### src/rtl/imu_afp_pkg.sv
// Shared types and constants for the attitude frame parser.
`timescale 1ns / 1ps
`default_nettype none

package imu_afp_pkg;

  typedef enum logic [2:0] {
    PH_HEAD1 = 3'd0,
    PH_HEAD2 = 3'd1,
    PH_ID    = 3'd2,
    PH_LEN   = 3'd3,
    PH_DATA  = 3'd4,
    PH_SUM   = 3'd5
  } parse_phase_t;

  localparam int unsigned ANGLE_BYTES = 6;

  typedef logic [ANGLE_BYTES-1:0][7:0] angle_bytes_t;

  localparam logic [7:0] SYNC_BYTE = 8'h55;
  localparam logic [7:0] ATT_ID_RESET = 8'h01;

  localparam logic signed [11:0] ANGLE_SCALE = 12'sd1800;
  localparam int unsigned SCALE_SHIFT = 15;
  localparam logic signed [27:0] SCALE_BIAS = 28'sd32767;

endpackage

`default_nettype wire

### src/rtl/imu_afp_scale.sv
// Converts one raw little-endian int16 angle into tenths of a degree.
`timescale 1ns / 1ps
`default_nettype none

module imu_afp_scale (
  input  wire logic [15:0] raw_word,
  output logic signed [11:0] tenths
);
  import imu_afp_pkg::*;

  logic signed [27:0] prod;
  logic signed [27:0] biased;

  // Negative products get a bias so that the shift truncates toward zero.
  always_comb begin
    prod   = 28'($signed(raw_word)) * 28'(ANGLE_SCALE);
    biased = prod + (prod[27] ? SCALE_BIAS : 28'sd0);
    tenths = biased[SCALE_SHIFT+11:SCALE_SHIFT];
  end

endmodule

`default_nettype wire

### src/rtl/imu_afp_parser.sv
// Frame parser state machine with checksum and angle byte capture.
`timescale 1ns / 1ps
`default_nettype none

module imu_afp_parser #(
  parameter int unsigned MAX_PAYLOAD = 28
) (
  input  wire logic clk,
  input  wire logic rst_n,
  input  wire logic step,
  input  wire logic [7:0] rx_byte,
  input  wire logic [7:0] att_id,
  output logic hit,
  output imu_afp_pkg::angle_bytes_t angle_bytes
);
  import imu_afp_pkg::*;

  localparam int unsigned LEN_W = $clog2(MAX_PAYLOAD + 1);

  parse_phase_t phase_r, phase_nxt;
  logic [7:0] id_r, id_nxt;
  logic [LEN_W-1:0] len_r, len_nxt;
  logic [LEN_W-1:0] cnt_r, cnt_nxt;
  logic [7:0] sum_r, sum_nxt;
  angle_bytes_t ang_r;

  logic is_sync;
  logic len_bad;
  logic sum_good;
  logic [LEN_W-1:0] cnt_inc;

  always_comb begin
    is_sync  = (rx_byte == SYNC_BYTE);
    len_bad  = ({1'b0, rx_byte} > 9'(MAX_PAYLOAD));
    sum_good = (rx_byte == sum_r) && (id_r == att_id) &&
               (len_r >= LEN_W'(ANGLE_BYTES));
    cnt_inc  = cnt_r + 1'b1;
  end

  // Next phase.
  always_comb begin
    phase_nxt = phase_r;
    if (step) begin
      case (phase_r)
        PH_HEAD1: phase_nxt = is_sync ? PH_HEAD2 : PH_HEAD1;
        PH_HEAD2: phase_nxt = is_sync ? PH_ID : PH_HEAD1;
        PH_ID:    phase_nxt = PH_LEN;
        PH_LEN: begin
          if (len_bad) begin
            phase_nxt = is_sync ? PH_HEAD2 : PH_HEAD1;
          end else if (rx_byte == 8'd0) begin
            phase_nxt = PH_SUM;
          end else begin
            phase_nxt = PH_DATA;
          end
        end
        PH_DATA:  phase_nxt = (cnt_inc >= len_r) ? PH_SUM : PH_DATA;
        PH_SUM: begin
          if (sum_good) begin
            phase_nxt = PH_HEAD1;
          end else begin
            phase_nxt = is_sync ? PH_HEAD2 : PH_HEAD1;
          end
        end
        default:  phase_nxt = PH_HEAD1;
      endcase
    end
  end

  // Frame fields and running checksum.
  always_comb begin
    id_nxt  = id_r;
    len_nxt = len_r;
    cnt_nxt = cnt_r;
    sum_nxt = sum_r;
    hit     = 1'b0;
    if (step) begin
      case (phase_r)
        PH_HEAD1: begin
          if (is_sync) begin
            sum_nxt = rx_byte;
          end
        end
        PH_HEAD2: begin
          if (is_sync) begin
            sum_nxt = sum_r + rx_byte;
          end
        end
        PH_ID: begin
          id_nxt  = rx_byte;
          sum_nxt = sum_r + rx_byte;
        end
        PH_LEN: begin
          if (len_bad) begin
            if (is_sync) begin
              sum_nxt = rx_byte;
            end
          end else begin
            len_nxt = LEN_W'(rx_byte);
            cnt_nxt = '0;
            sum_nxt = sum_r + rx_byte;
          end
        end
        PH_DATA: begin
          cnt_nxt = cnt_inc;
          sum_nxt = sum_r + rx_byte;
        end
        PH_SUM: begin
          if (sum_good) begin
            hit = 1'b1;
          end else if (is_sync) begin
            sum_nxt = rx_byte;
          end
        end
        default: begin
        end
      endcase
    end
  end

  always_ff @(posedge clk) begin
    if (!rst_n) begin
      phase_r <= PH_HEAD1;
      id_r    <= '0;
      len_r   <= '0;
      cnt_r   <= '0;
      sum_r   <= '0;
    end else begin
      phase_r <= phase_nxt;
      id_r    <= id_nxt;
      len_r   <= len_nxt;
      cnt_r   <= cnt_nxt;
      sum_r   <= sum_nxt;
    end
  end

  // Only the first six payload bytes of a frame are kept.
  always_ff @(posedge clk) begin
    if (step && (phase_r == PH_DATA) && (cnt_r < LEN_W'(ANGLE_BYTES))) begin
      ang_r[cnt_r[2:0]] <= rx_byte;
    end
  end

  assign angle_bytes = ang_r;

endmodule

`default_nettype wire

### src/rtl/imu_attitude_frame_parser.sv
// Top level of the attitude frame parser: input register, parser and result register.
`timescale 1ns / 1ps
`default_nettype none

// Takes one received serial byte per item and finds frames of the form 0x55 0x55, id,
// length, payload, additive checksum. A frame whose id matches the configured attitude id,
// whose checksum is good and whose payload holds at least six bytes yields one item of roll,
// pitch and yaw in tenths of a degree. The block accepts one byte per cycle while in_stall
// is low. Each accepted byte waits in the input register and is parsed from there; when
// the checksum byte of a good frame is parsed, the result register takes the angles and
// offers them. While a result waits on out_stall, the next byte is held in the input
// register and in_stall rises only when that register is also full.

module imu_attitude_frame_parser #(
  parameter int unsigned MAX_PAYLOAD = 28
) (
  input  wire logic clk,
  input  wire logic rst_n,
  input  wire logic cfg_wr_en,
  input  wire logic [7:0] cfg_wr_data,
  input  wire logic in_valid,
  output logic in_stall,
  input  wire logic [7:0] in_rx_byte,
  output logic out_valid,
  input  wire logic out_stall,
  output logic signed [11:0] out_roll_tenths,
  output logic signed [11:0] out_pitch_tenths,
  output logic signed [11:0] out_yaw_tenths
);
  import imu_afp_pkg::*;

  logic [7:0] cfg_id_r;
  logic byte_vld_r, byte_vld_nxt;
  logic [7:0] byte_r;
  logic out_vld_r, out_vld_nxt;
  logic signed [11:0] roll_r, pitch_r, yaw_r;

  logic step;
  logic hit;
  angle_bytes_t angle_bytes;
  logic signed [11:0] roll_c, pitch_c, yaw_c;

  always_comb begin
    step     = byte_vld_r && (!out_vld_r || !out_stall);
    in_stall = byte_vld_r && !step;
    byte_vld_nxt = in_stall ? byte_vld_r : in_valid;
    if (hit) begin
      out_vld_nxt = 1'b1;
    end else if (!out_stall) begin
      out_vld_nxt = 1'b0;
    end else begin
      out_vld_nxt = out_vld_r;
    end
  end

  always_ff @(posedge clk) begin
    if (!rst_n) begin
      cfg_id_r   <= ATT_ID_RESET;
      byte_vld_r <= 1'b0;
      out_vld_r  <= 1'b0;
    end else begin
      if (cfg_wr_en) begin
        cfg_id_r <= cfg_wr_data;
      end
      byte_vld_r <= byte_vld_nxt;
      out_vld_r  <= out_vld_nxt;
    end
  end

  always_ff @(posedge clk) begin
    if (!in_stall) begin
      byte_r <= in_rx_byte;
    end
    if (hit) begin
      roll_r  <= roll_c;
      pitch_r <= pitch_c;
      yaw_r   <= yaw_c;
    end
  end

  imu_afp_parser #(
    .MAX_PAYLOAD(MAX_PAYLOAD)
  ) u_parser (
    .clk(clk),
    .rst_n(rst_n),
    .step(step),
    .rx_byte(byte_r),
    .att_id(cfg_id_r),
    .hit(hit),
    .angle_bytes(angle_bytes)
  );

  imu_afp_scale u_roll (
    .raw_word({angle_bytes[1], angle_bytes[0]}),
    .tenths(roll_c)
  );

  imu_afp_scale u_pitch (
    .raw_word({angle_bytes[3], angle_bytes[2]}),
    .tenths(pitch_c)
  );

  imu_afp_scale u_yaw (
    .raw_word({angle_bytes[5], angle_bytes[4]}),
    .tenths(yaw_c)
  );

  assign out_valid        = out_vld_r;
  assign out_roll_tenths  = roll_r;
  assign out_pitch_tenths = pitch_r;
  assign out_yaw_tenths   = yaw_r;

endmodule

`default_nettype wire
### config.mk
export PLATFORM = sky130hd
export DESIGN_NAME = imu_attitude_frame_parser
export DESIGN_NICKNAME = d
export VERILOG_FILES = /design/src/rtl/imu_afp_pkg.sv /design/src/rtl/imu_afp_scale.sv /design/src/rtl/imu_afp_parser.sv /design/src/rtl/imu_attitude_frame_parser.sv
export SDC_FILE = /design/constraint.sdc
export NUM_CORES = 1
export LEC_CHECK = 0
export BUFFER_PORTS_ARGS = -buffer_cell sky130_fd_sc_hd__buf_2
export CELL_PAD_IN_SITES_DETAIL_PLACEMENT = 0
export CELL_PAD_IN_SITES_GLOBAL_PLACEMENT = 1
export CORE_ASPECT_RATIO = 2
export CORE_UTILIZATION = 55
export CTS_CLUSTER_SIZE = 10
export DETAILED_ROUTE_END_ITERATION = 7
export GPL_ROUTABILITY_DRIVEN = 0
export PLACE_DENSITY_LB_ADDON = 0.2
export SLEW_MARGIN = 20
export SYNTH_ARGS = -nofsm -noshare
export SYNTH_HDL_FRONTEND = slang
export SYNTH_SLANG_ARGS = --single-unit
### constraint.sdc
create_clock -name clk -period 13.7 [get_ports clk]
set_input_delay 2.74 -clock clk [delete_from_list [all_inputs] [get_ports clk]]
set_output_delay 2.74 -clock clk [all_outputs]
set_load 0.01 [all_outputs]
# Word-level counts from Yosys, hierarchy flattened
# Index checks and enable logic that the tools add are counted.
# totals
regBits,131
latch_bits,0
mem_bits_rw,0
mem_bits_ro,0
input_bits,21
output_inout_bits,38
elab_cells,90
n_memories,0
# op_classes
n_addsub,5
n_mul,3
n_div,0
n_lt_le_gt_ge,6
eq_ne,12
n_shift,0
mux,25
n_bitwise,1
reduce_logical,20
# op_table
cell,count
27-bit adder,3
16-bit by 9-bit multiplier with 25-bit output (second input constant),3
48-bit bitwise mux,1
15-bit two-way mux,3
8-bit two-way mux,5
8-bit case mux with 5 select lines,1
8-bit demux with 3-bit select,1
3-bit case mux with 6 select lines,1
8-bit equality test,2
5-bit case mux with 2 select lines,1
8-bit adder,1
8-bit by 7-bit equality test with 1-bit output (second input constant),1
8-bit by 5-bit > comparator with 1-bit output (second input constant),1
8-bit logical NOT,1
1-bit two-way mux,8
1-bit logical AND,7
3-bit by 2-bit equality test with 1-bit output (second input constant),2
3-bit equality test (second input constant),2
3-bit two-way mux,2
3-bit AND reduction,2
5-bit by 1-bit adder with 5-bit output (second input constant),1
5-bit by 3-bit >= comparator with 1-bit output (second input constant),1
5-bit >= comparator,1
5-bit by 3-bit less-than comparator with 1-bit output (second input constant),1
other kinds (16),20

# Depth between registers and ports, before layout
# Gate-level depths: netlist (run 1).
# logic_depth
depth_word,7
ltp_mapped,22
mapped_depth_nobuf,21

# By module
# From an unflattened synthesis (run 1), not the netlist that was laid out.
# hier_totals
cells_unflattened,1189
hier_area_um2,12961.2
# by_module_without_submodules
module,n_inst,cells_each,area_each_um2
imu_afp_parser,1,274,3383.2
imu_afp_scale (u_roll),1,286,2716.4
imu_afp_scale (u_yaw),1,280,2596.2
imu_afp_scale (u_pitch),1,272,2570.0
imu_attitude_frame_parser,1,77,1695.4

# Least setup slack after synthesis (run 1)
# Ideal clock, no wire load.
# synth_timing
kind,input -> register
from,input out_stall
to,"register pitch_r[0] (netlist: out_pitch_tenths[0]), enable pin"
setup_time_ns,0.476
t_arrival_ns,5.741
setup_slack_ns,7.482
path_stages,5
cell_sequence,nand2_1 -> and2_0 -> clkbuf_1 -> nand2_1 -> nor3_1
# synth_via
elab_chain_len,4
# synth_lines
item,line,text
start: declaration,imu_attitude_frame_parser.sv:25,"input wire logic out_stall,"
1-bit logical NOT,-,
1-bit logical OR,imu_attitude_frame_parser.sv:44,step = byte_vld_r && (!out_vld_r || !out_stall);
1-bit logical AND,imu_attitude_frame_parser.sv:44,
1-bit two-way mux,imu_afp_parser.sv:77,if (step) begin
named net hit,imu_attitude_frame_parser.sv:39,logic hit;
end signal: assignment,imu_attitude_frame_parser.sv:76,pitch_r <= pitch_c;
end: declaration,imu_attitude_frame_parser.sv:36,"logic signed [11:0] roll_r, pitch_r, yaw_r;"
# The timed path passes the listed nets, and every way through them passes these cells.
# A chain may end at the register's enable or synchronous reset.

# Worst setup path in the final report (run 1)
# layout_timing
from,"register u_parser.ang_r, in the netlist u_parser.angle_bytes[10]"
to,register roll_r[5] (netlist: out_roll_tenths[5]) (data pin)
# layout_via
elab_chain_len,3
# layout_lines
item,line,text
start: declaration,imu_afp_parser.sv:25,angle_bytes_t ang_r;
start signal: indexed assignment,imu_afp_parser.sv:140,ang_r[cnt_r[2:0]] <= rx_byte;
16-bit by 9-bit multiplier with 25-bit output (*),imu_afp_scale.sv:16,prod = 28'($signed(raw_word)) * 28'(ANGLE_SCALE);
15-bit two-way mux,imu_afp_scale.sv:17,biased = prod + (prod[27] ? SCALE_BIAS : 28'sd0);
27-bit adder (*),imu_afp_scale.sv:17,
named net roll_c[5],imu_attitude_frame_parser.sv:41,"logic signed [11:0] roll_c, pitch_c, yaw_c;"
end signal: assignment,imu_attitude_frame_parser.sv:75,roll_r <= roll_c;
end: declaration,imu_attitude_frame_parser.sv:36,
# Mark *: on every way through the listed nets, which the timed path passes. The rest lies on a longest branch.

==> flow_summary_export.csv, run 1 <==
group,metric,value,unit
logic_synthesis,ys_ff_latch,131,
floorplan,die_h,215,um
clock_network,clkLatencyLatePin,430,ps
clock_network,root_buffer,"clkbuf_16",
global_route,grt_max_degree,40,
power,p_leak,5.73,nW
power,ir_worst_vdd,86.9,uV
timing,slew_viol_final,0,
floorplan,boundaryPins,59,
global_route,grt_overflow,0,
status,status,"finished, final reports clean",
finish,drive_gt1_share,10.5,%
logic_synthesis,ys_types,77,
global_route,grt_pass1_vias,9108,
drt,ant_nets,0,
logic_synthesis,avgSynthCellArea,10.8,sq um
logic_synthesis,synthArstFlopShare,0,%
timing,fin_crit,6200,ps
drt,drtPass1Iterations,6,
finish,num-fill-cells,1856,
flow_run,drv_cap,0,
clock_network,clk_path_buf_depth,2,
logic_synthesis,syn_nets,1462,
timing,fin_setup_tns,0,ps
floorplan,fp.dieW,109,um
drt,drt-initial-drc-count,354,
clock_network,cts_resized,0,
clock_network,cts_tree,"built",
timing,fmax,161,MHz
logic_synthesis,synth-main-ff-cell,"edfxtp_1",
setup_path,critPathMaxFanout,14,
setup_path,crit_required,13870,ps
placed_design,dp_hpwl,20700,um
placed_design,portBuffers,58,
timing,rsz0062_at_grt,"no",
clock_network,htreeDepth,4,
floorplan,core,0.0223,sq mm
clock_network,ctsHoldBuffers,0,
drt,via_per_inst,5.93,
timing,hold_ws,509,ps
timing,setup_viol_count_final,0,
timing,worst_pin_slew,961,ps
logic_synthesis,syn-cell-area,0.0125,sq mm
global_route,grtUsageTotal,23.5,%
logic_synthesis,synth-edff-count,92,
setup_path,crit_type,"register to register",
finish,layout_common_cells,"205 x ha_1, 92 x edfxtp_1, 76 x fa_1, 71 x a21oi_1, 71 x xnor2_1",
finish,multi_input_area,0.00878,sq mm
timing,hold_viol,0,
floorplan,rows,77,
floorplan,die_area,0.0234,sq mm
drt,routed_wl,25800,um
timing,skew,9.83,ps
setup_path,cp.arrival,6370,ps
timing,fin_crit_sh,45.3,%
logic_synthesis,yosysWarnings,0,
finish,diodes,0,
finish,seqCellArea,0.00354,sq mm
clock_network,cts_sinks,131,
timing,timing.slew.headroom,35.7,%
clock_network,cts_setup_buffers,0,
timing,setup_slack,7500,ps
global_route,grt_pass1_wl,42800,um
power,power.total,918,uW
drt,vias,8949,
setup_path,crit_path_start_kind,"register",
worst_hold_path,hp-class,"register to register",
clock_network,numCtsBuffers,17,
finish,final_util,61.6,%
power,p_per_area,67.0,mW/mm^2
finish,syn2layout_area_growth,9.56,%
finish,final_common_cell,"ha_1",
drt,wl_per_cell,17.1,um
placed_design,pre_cts_ws,7480,ps
logic_synthesis,synth_seq_area_share,28.3,%
logic_synthesis,syn_inst,1160,
setup_path,cp-end-kind,"register",
global_route,antenna_found_initial,0,
drt,drc,0,
finish,nNetsFinal,1523,
floorplan,start_util,56.2,%
clock_network,clk_pin_slew,60,ps
layer usage:
metal	part of all wire [%]	track usage, %	vias up	routed length, um
li1	-	-	4475	-
met3	1.8	3.25	56	475
met5	0	0	-	0
met2	56	44.8	126	14600
met1	38	24.6	4292	9930
met4	3.2	9.95	0	836
through the flow:
| step | area, sq um | instances |
|---|---|---|
| after floorplan | 12500 | 1160 |
| after global placement | 13100 | 1478 |
| after detailed placement | 13100 | 1478 |
| after CTS | 13700 | 1510 |
| after global routing | 13700 | 1510 |
| final | 13700 | 1510 |
report_power, final:
group	internal, mW	total [mW]	switching (mW)
combinational	0.00767	0.0155	0.00784
sequential	0.424	0.432	0.00793
clock	0.288	0.470	0.183
total	0.720	0.918	0.199
critical path, cell delays in order (launching register included):
cell      delay (ps)
edfxtp_1         500
ha_1             360
fa_1             530
fa_1             420
ha_1             320
ha_1             420
a21oi_1          210
o21ai_0          150
or3_1            400
o211ai_2         590
ha_1             350
nor2_1            70
a211oi_1         220
mux2i_1          120
nor4_1           290
o21ai_0          290
or3_2            550
xnor2_1          140
area by class of cell:
class / instances / area share [%]
clock inverter: 14 / 1.28
tap: 276 / 2.52
multi-input combinational: 981 / 64.1
sequential: 131 / 25.8
clock buffer: 18 / 3.13
inverter: 26 / 0.712
timing repair buffer: 64 / 2.45
registers in the layout (all words and copies together) (netlist names):
signal,count
out_yaw_tenths,12
u_parser.cnt_r,5
byte_r,8
out_roll_tenths,12
cfg_id_r,8
out_valid,1
u_parser.angle_bytes,48
u_parser.sum_r,8
byte_vld_r,1
u_parser.phase_r,3
u_parser.id_r,8
out_pitch_tenths,12
u_parser.len_r,5
path summary, 6_finish.rpt:
| path | start | cells after the start | slack [ps] | endpoint |
|---|---|---|---|---|
| max reg2reg | u_parser.angle_bytes[10] | 17 | 7500 | out_roll_tenths[5] |
| min | cfg_id_r[0] | 2 | 510 | cfg_id_r[0] |
| max | u_parser.angle_bytes[10] | 17 | 7500 | out_roll_tenths[5] |
| min reg2reg | cfg_id_r[0] | 2 | 510 | cfg_id_r[0] |
cell usage after synthesis, drive strengths merged, types with 7 or more instances:
library cell  number  area [sq um]
dfxtp             39           781
inv               26          97.6
o21a              11          82.6
or3                8          51.3
nand2b            12          77.6
nand2             57           214
nor4              12          75.1
xnor2             71           622
o21ai             43           215
nand3             33           165
nor2              49           184
edfxtp            92          2760
fa                76          1520
nand4             15          93.8
o21bai            10          78.8
o211ai             7          57.6
ha               205          2560
a21oi             74           389
and2              12          77.6
mux2i             28           280
clkbuf            19          72.6
a21o              32           240
nor2b             29           181
nor3              28           145
and3               7          43.8
xor2              51           447
a211oi            19           148
kinds of logic (layout without fill, tap and decap cells):
logic type,after synthesis,count (layout),synth area share [%]
buffers and inverters,48,122,1.57
muxes,34,34,2.78
adders and majority gates,281,281,32.7
xor gates and xnor gates,122,122,8.54
and+or+nand+nor,288,288,12.2
DFF,131,131,28.3
AOI/OAI and AO/OA,256,256,13.9
No activity file was read; power rests on OpenSTA's default activity.
==> run 2: changes to the inputs <==
CORE_UTILIZATION = 46   (was 55)
clock period = 5.7 ns   (was 13.7 ns; I/O delays follow)
==> run 2 against run 1 <==
  * The run now ends with DRC left
  * Global-route usage shrank 1.9 points
  * Register-to-register slack lost 7300 ps
  * Clock-buffer cell count is the same
  * Critical endpoint unchanged
  * Largest cell class unchanged
==> flow_summary_export.csv, run 2 (synthesized netlist as in run 1, its figures left out) <==
group,metric,value,unit
status,status,"finished with violations",
status,violations,"DRC",
finish,drive_gt1_share,19.1,%
timing,skew,9.89,ps
global_route,antenna_found_initial,0,
floorplan,rows,85,
placed_design,dp_cells,1627,
global_route,grt_pass1_vias,9763,
power,ir_worst_vdd,311,uV
setup_path,slowest_delay,540,ps
timing,timing.slew.headroom,18.8,%
setup_path,crit_type,"register to register",
drt,drtPass1Iterations,6,
setup_path,cp.arrival,5690,ps
placed_design,portBuffers,58,
finish,layout_common_cells,"190 x ha_1, 98 x buf_4, 92 x edfxtp_1, 76 x fa_1, 71 x xnor2_1",
clock_network,clk_pin_slew,60,ps
global_route,grt_max_degree,40,
global_route,grt_overflow,0,
clock_network,cts_sinks,131,
finish,diodes,0,
clock_network,clk_path_buf_depth,2,
timing,fin_crit,5500,ps
power,p_per_area,141,mW/mm^2
drt,ant_nets,0,
finish,final_common_cell,"ha_1",
timing,slew_viol_final,0,
clock_network,cts_tree,"built",
clock_network,numCtsBuffers,17,
clock_network,root_buffer,"clkbuf_16",
power,power.total,2.07,mW
drt,routed_wl,28700,um
setup_path,critPathSlowestCell,"fa_1",
floorplan,die_h,235,um
floorplan,boundaryPins,59,
global_route,grtUsageTotal,21.6,%
timing,hold_ws,507,ps
drt,drc,4,
drt,drt-initial-drc-count,307,
timing,hold_viol,0,
setup_path,critPathBufInv,2,
drt,via_per_inst,5.60,
flow_run,drv_cap,0,
timing,fmax,182,MHz
setup_path,critPathMaxFanout,6,
timing,fin_crit_sh,96.5,%
setup_path,cp_common_cell,"ha_1",
placed_design,dp_hpwl,23100,um
clock_network,clkLatencyLatePin,440,ps
floorplan,die_area,0.0279,sq mm
finish,syn2layout_area_growth,17.7,%
setup_path,crit_chain,"ha_4, fa_1, fa_1, ha_1, ha_1, a21oi_2, o21ai_1, or3_4, o211ai_4, buf_6, ha_1, nand2b_1, a211oi_1, nor4_1, o21ai_1, buf_4, or3_2, xnor2_1",
finish,num-fill-cells,2463,
power,p_leak,6.18,nW
drt,wl_per_cell,17.1,um
setup_path,crit_required,5890,ps
finish,nNetsFinal,1617,
timing,worst_pin_slew,1210,ps
finish,largest_register_ffs,48,
timing,setup_viol_count_final,0,
clock_network,htreeDepth,4,
worst_hold_path,hp-class,"register to register",
floorplan,fp.dieW,119,um
setup_path,crit_path_start_kind,"register",
floorplan,start_util,46.7,%
global_route,grt_pass1_wl,46800,um
floorplan,core,0.0268,sq mm
setup_path,critical_path.top_delay_family,"adder cells",
drt,vias,9393,
setup_path,cp-end-kind,"register",
finish,final_cells,1676,
==> run 2: final timing paths <==
check	to	start	cells past startpoint	slack, ps
min reg2reg	cfg_id_r[0]	cfg_id_r[0]	2	510
max	out_roll_tenths[5]	u_parser.angle_bytes[10]	18	200
max reg2reg	out_roll_tenths[5]	u_parser.angle_bytes[10]	18	200
min	cfg_id_r[0]	cfg_id_r[0]	2	510
==> run 2: stage by stage <==
step | instance area, sq um | setup TNS (ps) | util, % | setup WS [ps]
2_1_floorplan | 12500 | 0 | - | 228
3_3_place_gp | 13800 | 0 | 51.4 | 64.9
3_5_place_dp | 13800 | -0.930 | 51.4 | -0.930
4_1_cts | 14300 | 0 | 53.4 | 4.02
5_1_grt | 14700 | -241 | 54.9 | -50.0
6_report | 14700 | 0 | 54.9 | 201
==> run 2: power breakdown <==
part           internal, mW  leakage [nW]  switching, mW  total, mW
logic                0.0198          4.76         0.0253     0.0452
registers              1.02          1.16         0.0153       1.04
clock network         0.557         0.264          0.435      0.992
total                  1.60          6.18          0.476       2.07
==> run 2: final cells by class <==
class	instances	area (sq um)	area share, %
inverters	26	97.6	0.663
clock inverters	14	100	0.680
clock buffers	18	429	2.92
flip-flops and latches	131	3540	24.1
multi-input cells	981	9070	61.6
repair buffers	158	1040	7.08
well taps	348	435	2.96
==> run 2: what timing repair did <==
action / 4_1_cts / 5_1_grt
resized for setup: 1 / 46
hold buffers: 0 / 0
gates cloned: 0 / 1
pin swaps: 0 / 15
setup buffers: 0 / 16
endpoints found under the setup margin: 1 / 31
==> run 2: per-layer routing <==
metal  global-route usage [%]  vias to the layer above  part of all wire, %
met1                     20.3                     4559                   35
met5                        0                        -                    0
met3                     2.93                       52                  2.1
met2                     44.1                      137                   59
li1                         -                     4645                    -
met4                     10.2                        0                  3.5
==> run 2: tightest hold or removal path: stages, from the launching register on <==
cell     delay, ps
dfxtp_1        350
mux2i_1         70
nand2_1         60
